**config.mk**
```make
export PLATFORM = sky130hd
export DESIGN_NAME = three_level_limit_alarm
export DESIGN_NICKNAME = d
export VERILOG_FILES = /design/src/hw/rtl/tlla_pkg.sv /design/src/hw/rtl/tlla_eval.sv /design/src/hw/rtl/three_level_limit_alarm.sv
export SDC_FILE = /design/constraint.sdc
export NUM_CORES = 2
export LEC_CHECK = 0
export BUFFER_PORTS_ARGS = -buffer_cell sky130_fd_sc_hd__buf_2
export CAP_MARGIN = 20
export CORE_ASPECT_RATIO = 0.9
export CORE_UTILIZATION = 55
export CTS_CLUSTER_SIZE = 10
export DETAILED_ROUTE_END_ITERATION = 10
export GPL_ROUTABILITY_DRIVEN = 0
export PLACE_DENSITY_LB_ADDON = 0.05
export SLEW_MARGIN = 10
export SYNTH_ARGS = -nofsm -noshare
export SYNTH_HDL_FRONTEND = slang
export SYNTH_SLANG_ARGS = --single-unit
export TNS_END_PERCENT = 1
```
**constraint.sdc**
```tcl
create_clock -name clock -period 16.7 [get_ports clock]
set_input_delay 0.835 -clock clock [delete_from_list [all_inputs] [get_ports clock]]
set_output_delay 0.835 -clock clock [all_outputs]
set_load 0.01 [all_outputs]
```
**src/hw/rtl/tlla_pkg.sv**
```systemverilog
package tlla_pkg;

   localparam int DEF_POINTS = 256;

   localparam int SAMPLE_W = 24;
   localparam int CFG_W    = 21;
   localparam int LIM_W    = 25;   // limit times ten, full 21-bit range
   localparam int ID_W     = 16;
   localparam int TAG_W    = 8;
   localparam int LEVELS   = 3;
   localparam int SLOT_W   = 2 * LEVELS;

   // slot codes
   localparam logic [1:0] SLOT_IDLE = 2'd0;
   localparam logic [1:0] SLOT_HIGH = 2'd1;
   localparam logic [1:0] SLOT_LOW  = 2'd2;

   // event kinds
   localparam logic [1:0] KIND_END        = 2'd0;
   localparam logic [1:0] KIND_HIGH_START = 2'd1;
   localparam logic [1:0] KIND_LOW_START  = 2'd2;

   // configuration register indexes
   localparam logic [2:0] CSR_ENABLE     = 3'd0;
   localparam logic [2:0] CSR_HIGH_ONE   = 3'd1;
   localparam logic [2:0] CSR_HIGH_TWO   = 3'd2;
   localparam logic [2:0] CSR_HIGH_THREE = 3'd3;
   localparam logic [2:0] CSR_LOW_ONE    = 3'd4;
   localparam logic [2:0] CSR_LOW_TWO    = 3'd5;
   localparam logic [2:0] CSR_LOW_THREE  = 3'd6;

   localparam logic [LIM_W-1:0] LIM_HIGH_RST = LIM_W'(8388600);
   localparam logic [LIM_W-1:0] LIM_LOW_RST  = LIM_W'(-8388600);

   typedef logic [LEVELS-1:0][LIM_W-1:0] lim_arr_type;

   typedef struct packed {
      logic signed [SAMPLE_W-1:0] sample;
      logic [TAG_W-1:0]           device_tag;
      logic [TAG_W-1:0]           point_index;
      logic [ID_W-1:0]            low_alarm_id;
      logic [ID_W-1:0]            high_alarm_id;
   } req_type;

   typedef struct packed {
      logic                       is_event;
      logic [ID_W-1:0]            event_id;
      logic [1:0]                 event_kind;
      logic [1:0]                 event_level;
      logic                       event_is_low;
      logic [TAG_W-1:0]           out_device;
      logic [TAG_W-1:0]           out_point;
      logic signed [SAMPLE_W-1:0] out_sample;
      logic [1:0]                 active_level;
      logic                       last;
   } rsp_type;

   typedef struct packed {
      logic [LEVELS-1:0] hi_ev;
      logic [LEVELS-1:0] hi_start;
      logic [LEVELS-1:0] lo_ev;
      logic [LEVELS-1:0] lo_start;
      logic [SLOT_W-1:0] new_slots;
      logic [1:0]        status;
      logic              wr_en;
   } eval_type;

   function automatic logic [LIM_W-1:0] scale_limit(input logic [CFG_W-1:0] v);
      logic signed [LIM_W-1:0] x;
      x = LIM_W'($signed(v));
      return LIM_W'((x <<< 3) + (x <<< 1));
   endfunction

endpackage

```
**src/hw/rtl/tlla_eval.sv**
```systemverilog
module tlla_eval (
   input  logic signed [tlla_pkg::SAMPLE_W-1:0] sample,
   input  logic [tlla_pkg::SLOT_W-1:0]          slots,
   input  logic                                 enable,
   input  logic                                 in_range,
   input  tlla_pkg::lim_arr_type                hi_lim,
   input  tlla_pkg::lim_arr_type                lo_lim,
   output tlla_pkg::eval_type                   ev
);
   import tlla_pkg::*;

   logic signed [LIM_W-1:0]  sx;
   logic [LEVELS-1:0][1:0]   slot;
   logic                     found;

   assign sx = LIM_W'(sample);

   always_comb begin
      slot  = slots;
      ev    = '0;
      found = 1'b0;
      if (enable && in_range) begin
         // high side first, stop at the first level that is exceeded
         for (int lv = 0; lv < LEVELS; lv++) begin
            if (!found) begin
               if (sx > $signed(hi_lim[lv])) begin
                  found = 1'b1;
                  if (slot[lv] == SLOT_IDLE) begin
                     ev.hi_ev[lv]    = 1'b1;
                     ev.hi_start[lv] = 1'b1;
                     slot[lv]        = SLOT_HIGH;
                  end
               end else if (slot[lv] == SLOT_HIGH) begin
                  ev.hi_ev[lv] = 1'b1;
                  slot[lv]     = SLOT_IDLE;
               end
            end
         end
         found = 1'b0;
         for (int lv = 0; lv < LEVELS; lv++) begin
            if (!found) begin
               if (sx < $signed(lo_lim[lv])) begin
                  found = 1'b1;
                  if (slot[lv] == SLOT_IDLE) begin
                     ev.lo_ev[lv]    = 1'b1;
                     ev.lo_start[lv] = 1'b1;
                     slot[lv]        = SLOT_LOW;
                  end
               end else if (slot[lv] == SLOT_LOW) begin
                  ev.lo_ev[lv] = 1'b1;
                  slot[lv]     = SLOT_IDLE;
               end
            end
         end
      end
      ev.new_slots = slot;
      ev.wr_en     = enable && in_range;
      if (!in_range) begin
         ev.status = 2'd0;
      end else if (slot[0] != SLOT_IDLE) begin
         ev.status = 2'd1;
      end else if (slot[1] != SLOT_IDLE) begin
         ev.status = 2'd2;
      end else if (slot[2] != SLOT_IDLE) begin
         ev.status = 2'd3;
      end else begin
         ev.status = 2'd0;
      end
   end

endmodule

```
**src/hw/rtl/three_level_limit_alarm.sv**
```systemverilog
// Three-level high/low limit alarm over a table of points.
// Request channel (req_valid/req_stall/req_data) carries one sample with its
// device tag, point index and the two alarm ids. Response channel
// (rsp_valid/rsp_stall/rsp_data) returns, per request, zero to six event
// items (high side levels 1..3, then low side levels 1..3) followed by one
// status item flagged by last.
// An accepted request goes into the evaluate stage (slot table read at the accepting
// edge, then evaluate and write back) and from there into the emit stage that drives the response.
// A request occupies the response side for its event items and its status item;
// with no events and no stall one request is taken every cycle.
// The per-point slot table is a single-port-write, single-read memory;
// a back-to-back request to the same point gets the fresh slots forwarded.
// Configuration is written through csr_we/csr_idx/csr_wdata; the user must do this
// only while idle, as the block does not enforce it. Reset clears the configuration
// to its defaults and starts a clearing pass over all POINTS entries of the slot
// table; req_stall stays high until it ends. While rsp_stall is high the shown
// response holds; one more request can wait in the evaluate stage, after which req_stall rises.
module three_level_limit_alarm #(
   parameter int POINTS = tlla_pkg::DEF_POINTS
) (
   input  logic                          clock,
   input  logic                          reset,
   input  logic                          req_valid,
   output logic                          req_stall,
   input  tlla_pkg::req_type             req_data,
   output logic                          rsp_valid,
   input  logic                          rsp_stall,
   output tlla_pkg::rsp_type             rsp_data,
   input  logic                          csr_we,
   input  logic [2:0]                    csr_idx,
   input  logic [tlla_pkg::CFG_W-1:0]    csr_wdata
);
   import tlla_pkg::*;

   localparam int AW = (POINTS > 1) ? $clog2(POINTS) : 1;
   localparam logic [AW-1:0] LAST_ADDR = AW'(POINTS - 1);

   // configuration
   logic         enable_ff;
   lim_arr_type  hi_lim_ff;
   lim_arr_type  lo_lim_ff;

   // clearing pass
   logic          clr_busy_ff;
   logic [AW-1:0] clr_cnt_ff;

   // slot table
   logic [SLOT_W-1:0] slot_mem [POINTS];
   logic [SLOT_W-1:0] rd_data_ff;
   logic              mem_we;
   logic [AW-1:0]     mem_waddr;
   logic [SLOT_W-1:0] mem_wdata;

   // evaluate stage
   logic              req_accept;
   logic [AW-1:0]     req_addr;
   logic              req_inrange;
   logic              s1_vld_ff;
   req_type           s1_req_ff;
   logic [AW-1:0]     s1_addr_ff;
   logic              s1_inrange_ff;
   logic              fwd_hit_ff;
   logic [SLOT_W-1:0] fwd_data_ff;
   logic [SLOT_W-1:0] s1_slots;
   logic              s1_adv;
   eval_type          ev;

   // emit stage
   logic              em_vld_ff;
   req_type           em_req_ff;
   logic [LEVELS-1:0] em_hi_ev_ff;
   logic [LEVELS-1:0] em_hi_start_ff;
   logic [LEVELS-1:0] em_lo_ev_ff;
   logic [LEVELS-1:0] em_lo_start_ff;
   logic [1:0]        em_status_ff;
   logic [LEVELS-1:0] hi_oh;
   logic [LEVELS-1:0] lo_oh;
   logic              rsp_accept;
   logic              em_done;

   assign req_accept  = req_valid && !req_stall;
   assign req_addr    = AW'(req_data.point_index);
   assign req_inrange = 32'(req_data.point_index) < 32'(POINTS);
   assign rsp_accept  = rsp_valid && !rsp_stall;
   assign em_done     = rsp_accept && rsp_data.last;
   assign s1_adv      = s1_vld_ff && (!em_vld_ff || em_done);
   assign req_stall   = clr_busy_ff || (s1_vld_ff && !s1_adv);
   assign rsp_valid   = em_vld_ff;

   // ---------------- configuration ----------------
   always_ff @(posedge clock) begin
      if (reset) begin
         enable_ff <= 1'b0;
         hi_lim_ff <= {LEVELS{LIM_HIGH_RST}};
         lo_lim_ff <= {LEVELS{LIM_LOW_RST}};
      end else if (csr_we) begin
         case (csr_idx)
            CSR_ENABLE:     enable_ff    <= csr_wdata[0];
            CSR_HIGH_ONE:   hi_lim_ff[0] <= scale_limit(csr_wdata);
            CSR_HIGH_TWO:   hi_lim_ff[1] <= scale_limit(csr_wdata);
            CSR_HIGH_THREE: hi_lim_ff[2] <= scale_limit(csr_wdata);
            CSR_LOW_ONE:    lo_lim_ff[0] <= scale_limit(csr_wdata);
            CSR_LOW_TWO:    lo_lim_ff[1] <= scale_limit(csr_wdata);
            CSR_LOW_THREE:  lo_lim_ff[2] <= scale_limit(csr_wdata);
            default: ;
         endcase
      end
   end

   // ---------------- clearing pass ----------------
   always_ff @(posedge clock) begin
      if (reset) begin
         clr_busy_ff <= 1'b1;
         clr_cnt_ff  <= '0;
      end else if (clr_busy_ff) begin
         clr_cnt_ff <= clr_cnt_ff + AW'(1);
         if (clr_cnt_ff == LAST_ADDR) begin
            clr_busy_ff <= 1'b0;
         end
      end
   end

   // ---------------- slot table ----------------
   assign mem_we    = clr_busy_ff || (s1_adv && ev.wr_en);
   assign mem_waddr = clr_busy_ff ? clr_cnt_ff : s1_addr_ff;
   assign mem_wdata = clr_busy_ff ? '0 : ev.new_slots;

   always_ff @(posedge clock) begin
      if (mem_we) begin
         slot_mem[mem_waddr] <= mem_wdata;
      end
      if (req_accept) begin
         rd_data_ff <= slot_mem[req_addr];
      end
   end

   // ---------------- evaluate stage ----------------
   always_ff @(posedge clock) begin
      if (reset) begin
         s1_vld_ff <= 1'b0;
      end else if (req_accept) begin
         s1_vld_ff <= 1'b1;
      end else if (s1_adv) begin
         s1_vld_ff <= 1'b0;
      end
   end

   always_ff @(posedge clock) begin
      if (req_accept) begin
         s1_req_ff     <= req_data;
         s1_addr_ff    <= req_addr;
         s1_inrange_ff <= req_inrange;
         // the read misses a write-back to the same point at this edge
         fwd_hit_ff    <= s1_adv && ev.wr_en && (s1_addr_ff == req_addr);
         fwd_data_ff   <= ev.new_slots;
      end
   end

   assign s1_slots = fwd_hit_ff ? fwd_data_ff : rd_data_ff;

   tlla_eval u_eval (
      .sample   (s1_req_ff.sample),
      .slots    (s1_slots),
      .enable   (enable_ff),
      .in_range (s1_inrange_ff),
      .hi_lim   (hi_lim_ff),
      .lo_lim   (lo_lim_ff),
      .ev       (ev)
   );

   // ---------------- emit stage ----------------
   always_ff @(posedge clock) begin
      if (reset) begin
         em_vld_ff <= 1'b0;
      end else if (s1_adv) begin
         em_vld_ff <= 1'b1;
      end else if (em_done) begin
         em_vld_ff <= 1'b0;
      end
   end

   assign hi_oh = em_hi_ev_ff & (~em_hi_ev_ff + LEVELS'(1));
   assign lo_oh = em_lo_ev_ff & (~em_lo_ev_ff + LEVELS'(1));

   always_ff @(posedge clock) begin
      if (s1_adv) begin
         em_req_ff      <= s1_req_ff;
         em_hi_ev_ff    <= ev.hi_ev;
         em_hi_start_ff <= ev.hi_start;
         em_lo_ev_ff    <= ev.lo_ev;
         em_lo_start_ff <= ev.lo_start;
         em_status_ff   <= ev.status;
      end else if (rsp_accept) begin
         // drop the event just delivered
         if (|em_hi_ev_ff) begin
            em_hi_ev_ff <= em_hi_ev_ff & ~hi_oh;
         end else begin
            em_lo_ev_ff <= em_lo_ev_ff & ~lo_oh;
         end
      end
   end

   always_comb begin
      rsp_data            = '0;
      rsp_data.out_device = em_req_ff.device_tag;
      rsp_data.out_point  = em_req_ff.point_index;
      rsp_data.out_sample = em_req_ff.sample;
      if (|em_hi_ev_ff) begin
         rsp_data.is_event    = 1'b1;
         rsp_data.event_id    = em_req_ff.high_alarm_id;
         rsp_data.event_kind  = (|(hi_oh & em_hi_start_ff)) ? KIND_HIGH_START : KIND_END;
         rsp_data.event_level = {hi_oh[2] | hi_oh[1], hi_oh[2] | hi_oh[0]};
      end else if (|em_lo_ev_ff) begin
         rsp_data.is_event     = 1'b1;
         rsp_data.event_id     = em_req_ff.low_alarm_id;
         rsp_data.event_kind   = (|(lo_oh & em_lo_start_ff)) ? KIND_LOW_START : KIND_END;
         rsp_data.event_level  = {lo_oh[2] | lo_oh[1], lo_oh[2] | lo_oh[0]};
         rsp_data.event_is_low = 1'b1;
      end else begin
         rsp_data.active_level = em_status_ff;
         rsp_data.last         = 1'b1;
      end
   end

   // ---------------- assertions ----------------
   a_no_req_while_clearing: assert property (@(posedge clock) disable iff (reset)
      clr_busy_ff |-> !req_accept)
      else $error("request accepted during clearing pass");

   a_event_needs_enable: assert property (@(posedge clock) disable iff (reset)
      rsp_valid && rsp_data.is_event |-> enable_ff)
      else $error("event emitted while checking disabled");

   a_no_write_out_of_range: assert property (@(posedge clock) disable iff (reset)
      s1_adv && !s1_inrange_ff |-> !mem_we)
      else $error("slot table written for point beyond table");

   a_s1_holds: assert property (@(posedge clock) disable iff (reset)
      s1_vld_ff && !s1_adv |=> s1_vld_ff && $stable(s1_req_ff))
      else $error("evaluate stage lost its request");

endmodule

```
==> results.sh <==
export IMPL_drive_above_1_share=0.227
export IMPL_gr_usage_met2=0.383
export IMPL_grt_util_met3=0.0451
export IMPL_p_leak_uw=0.0318
export IMPL_place_inst=5932
export IMPL_crit_family="buffers and inverters"
export IMPL_startpoint_type="flip-flop"
export IMPL_fin_hold_ws_ns=0.200
export IMPL_coreArea_mm2=0.136
export IMPL_antenna_found_initial=4
export IMPL_final_nets=4589
export IMPL_grt_pass1_vias=38100
export IMPL_path_clk_slew_ns=0.06
export IMPL_ctsResizeCount=0
export IMPL_synth_area_mm2=0.0758
export IMPL_r2r_cells=11
export IMPL_initial_core_util=0.558
export IMPL_die_area_mm2=0.139
export IMPL_clock_sinks=1863
export IMPL_slowest_stage="buf_4"
export IMPL_grt_use_total=0.253
export IMPL_setup_viol_count_final=0
export IMPL_worstPathArrival_ns=5.85
export IMPL_crit_fanout=100
export IMPL_drtPass1Iterations=5
export IMPL_final_cells=6215
export IMPL_synth_edff_count=1707
export IMPL_cts_hold_buffers_added=0
export IMPL_top_usage_layer="met1"
export IMPL_fin_util=0.619
export IMPL_worstSetupPathType="flip-flop to flip-flop"
export IMPL_worst_slew_pin_slew_ns=1.13
export IMPL_maxSlewViolCount=0
export IMPL_die_w_um=393
export IMPL_setup_tns_ns=0
export IMPL_totalWireLength_um=174000
export IMPL_synth_cell_types=64
export IMPL_post_route_period_util=0.323
export IMPL_die_height_um=354
export IMPL_syn_nets=4387
export IMPL_root_buffer="clkbuf_16"
export IMPL_cp_depth=11
export IMPL_timing_fmax_ghz=0.185
export IMPL_io_buffers=167
export IMPL_cts_buffer_depth=3
export IMPL_pre_cts_ws_ns=10.86
export IMPL_finalCriticalPeriod_ns=5.39
export IMPL_slew_headroom=0.247
export IMPL_via_per_inst=6.20
export IMPL_outcome="finished clean"
export IMPL_met1_usage=0.390
export IMPL_vdd_drop_max_mv=0.110
export IMPL_grt_max_degree=187
export IMPL_fin_worst_skew_ns=0.0259
export IMPL_grt_setup_unrepaired="false"
export IMPL_syn_avg_cell_area_um2=18.4
export IMPL_cp_num_buf_inv=2
export IMPL_cap_violations=0
export IMPL_num_io_pins=168
export IMPL_crit_required_ns=17.16
export IMPL_row_count=128
export IMPL_tritoncts="done"
export IMPL_path_cells="ha_1 > nand4_1 > nor2_1 > nand4_1 > a31oi_1 > o211ai_1 > nor4b_1 > mux2i_1 > nor2b_4 > buf_4 > buf_4"
export IMPL_fin_ws_ns=11.31
export IMPL_synth_warnings=0
export IMPL_ant_nets=0
export IMPL_p_per_area_mw_per_mm2=111
export IMPL_grt_pass1_wl_um=258000
export IMPL_critical_path_max_stage_delay_ns=0.90
export IMPL_syn_inst=4123
export IMPL_hp_class="primary input to flip-flop"
export IMPL_ys_flop_type="edfxtp_1"
export IMPL_post_cts_setup_buffer_count=0
export IMPL_overflow=0
export IMPL_drc=0
export IMPL_drtIter0Drc=3691
export IMPL_endpoint_kind="flip-flop"
export IMPL_routedWlPerCell_um=28.0
export IMPL_area_growth_pct=11.0
export IMPL_ys_seq_area_frac=0.717
export IMPL_clock_latency_ns=0.81
export IMPL_h_tree_depth=4
export IMPL_min_path_cells=1
export IMPL_cts_buffers=207
export IMPL_hold_viol_final=0
export IMPL_synth_async_reset_ratio=0
export IMPL_route_vias_total=38500
export IMPL_ys_seq_elements=1863
export IMPL_dp_hpwl_um=109000
[placed cells by master, fill, tap and decap left out, drive strengths merged, types with 25 or more instances in the layout]
master,netlist,routed
edfxtp,1707,1707
mux4,510,510
nor2,378,378
clkbuf,137,260
buf,104,233
nand2,201,201
inv,164,172
ha,162,162
dfxtp,156,156
a21oi,135,135
o211ai,75,75
o21ai,42,42
nand3,39,39
nand4,31,31
a21o,29,29
nor3,27,27
xnor2,25,25
[sequential cells by signal, indices dropped and copies added (netlist names)]
| register | flops |
|---|---|
| em_lo_start_ff | 3 |
| rsp_valid | 1 |
| em_req_ff | 32 |
| fwd_data_ff | 6 |
| em_lo_ev_ff | 3 |
| hi_lim_ff | 72 |
| clr_busy_ff | 1 |
| em_status_ff | 2 |
| rsp_data | 40 |
| s1_vld_ff | 1 |
| clr_cnt_ff | 8 |
| slot_mem | 1536 |
| s1_addr_ff | 8 |
| em_hi_ev_ff | 3 |
| fwd_hit_ff | 1 |
| lo_lim_ff | 72 |
| s1_req_ff | 64 |
| rd_data_ff | 6 |
| em_hi_start_ff | 3 |
| enable_ff | 1 |
[logic make-up after synthesis]
family          after synthesis  synth area share
buf+inv                     405            0.0231
compound gates              373            0.0318
fa+ha+maj                   163            0.0270
xor+xnor                     34           0.00393
mux                         532             0.155
simple gates                753            0.0423
flops                      1863             0.717
[worst register-to-register path, stage by stage, from the launching register on]
cell and delay (ns):
edfxtp_1 0.69, ha_1 0.46, nand4_1 0.12, nor2_1 0.31, nand4_1 0.19, a31oi_1 0.29, o211ai_1 0.22, nor4b_1 0.56
mux2i_1 0.44, nor2b_4 0.21, buf_4 0.56, buf_4 0.93
[cell type report]
type,instances,area [µm²]
clock inverters,18,188
flip-flops and latches,1863,54400
repair buffers,234,1470
well taps,1820,2280
diodes,2,5.00
inverters,164,618
clock buffers,259,5450
multi-input cells,1855,19700
fillers,9618,51800
[where the power goes]
group	internal, µW	switching [µW]
clock network	2250	1700
logic	110	196
registers	5040	7.35
total	7400	1910
[metal layers]
layer | routed length, µm | part of all wire | up-vias
li1 | - | - | 16800
met1 | 78400 | 0.45 | 20100
met2 | 79700 | 0.46 | 1441
met3 | 12600 | 0.073 | 248
met4 | 3140 | 0.018 | 4
met5 | 27 | 0.00016 | -
[final timing paths]
path,from,end,slack [ns]
setup / recovery,s1_req_ff[71],slot_mem[252][4],11.31
hold reg to reg,s1_req_ff[0],em_req_ff[0],0.42
setup reg to reg,s1_req_ff[71],slot_mem[252][4],11.31
hold / removal,req_data[64],s1_req_ff[64],0.20
[stage by stage]
stage / power, µW / instance area [µm²]
floorplan: 5340 / 75800
global route: 9570 / 84100
finish: 9310 / 84100
CTS: 9380 / 84000
detailed placement: 5450 / 78400
global placement: 5440 / 78400
[cells in the mapped netlist (all sizes together) (3+ instances only)]
| master | number | area (µm²) |
|---|---|---|
| or3 | 7 | 43.8 |
| nor2b | 18 | 113 |
| o21a | 4 | 30.0 |
| xnor2 | 25 | 219 |
| o31ai | 7 | 52.6 |
| nand2b | 18 | 113 |
| clkbuf | 137 | 514 |
| a22oi | 3 | 22.5 |
| o22ai | 6 | 37.5 |
| a21oi | 135 | 676 |
| nor4 | 4 | 25.0 |
| and2 | 4 | 25.0 |
| nor2 | 378 | 1420 |
| a22o | 16 | 140 |
| o32ai | 8 | 77.6 |
| and3 | 11 | 68.8 |
| xor2 | 9 | 78.8 |
| mux4 | 510 | 11500 |
| nor3 | 27 | 135 |
| nand3 | 39 | 195 |
| a211oi | 12 | 90.1 |
| o211ai | 75 | 563 |
| ha | 162 | 2030 |
| o21bai | 3 | 22.5 |
| a2111oi | 5 | 43.8 |
| a31oi | 8 | 50.1 |
| a21o | 29 | 218 |
| nand2 | 201 | 754 |
| buf | 104 | 618 |
| nand4 | 31 | 194 |
| dfxtp | 156 | 3120 |
| a2bb2oi | 3 | 26.3 |
| a21boi | 3 | 22.5 |
| mux2 | 10 | 113 |
| o21ai | 42 | 210 |
| or2 | 3 | 18.8 |
| inv | 164 | 616 |
| and3b | 3 | 26.3 |
| edfxtp | 1707 | 51300 |
| mux2i | 12 | 120 |
Power figures use the tool's default switching activity.
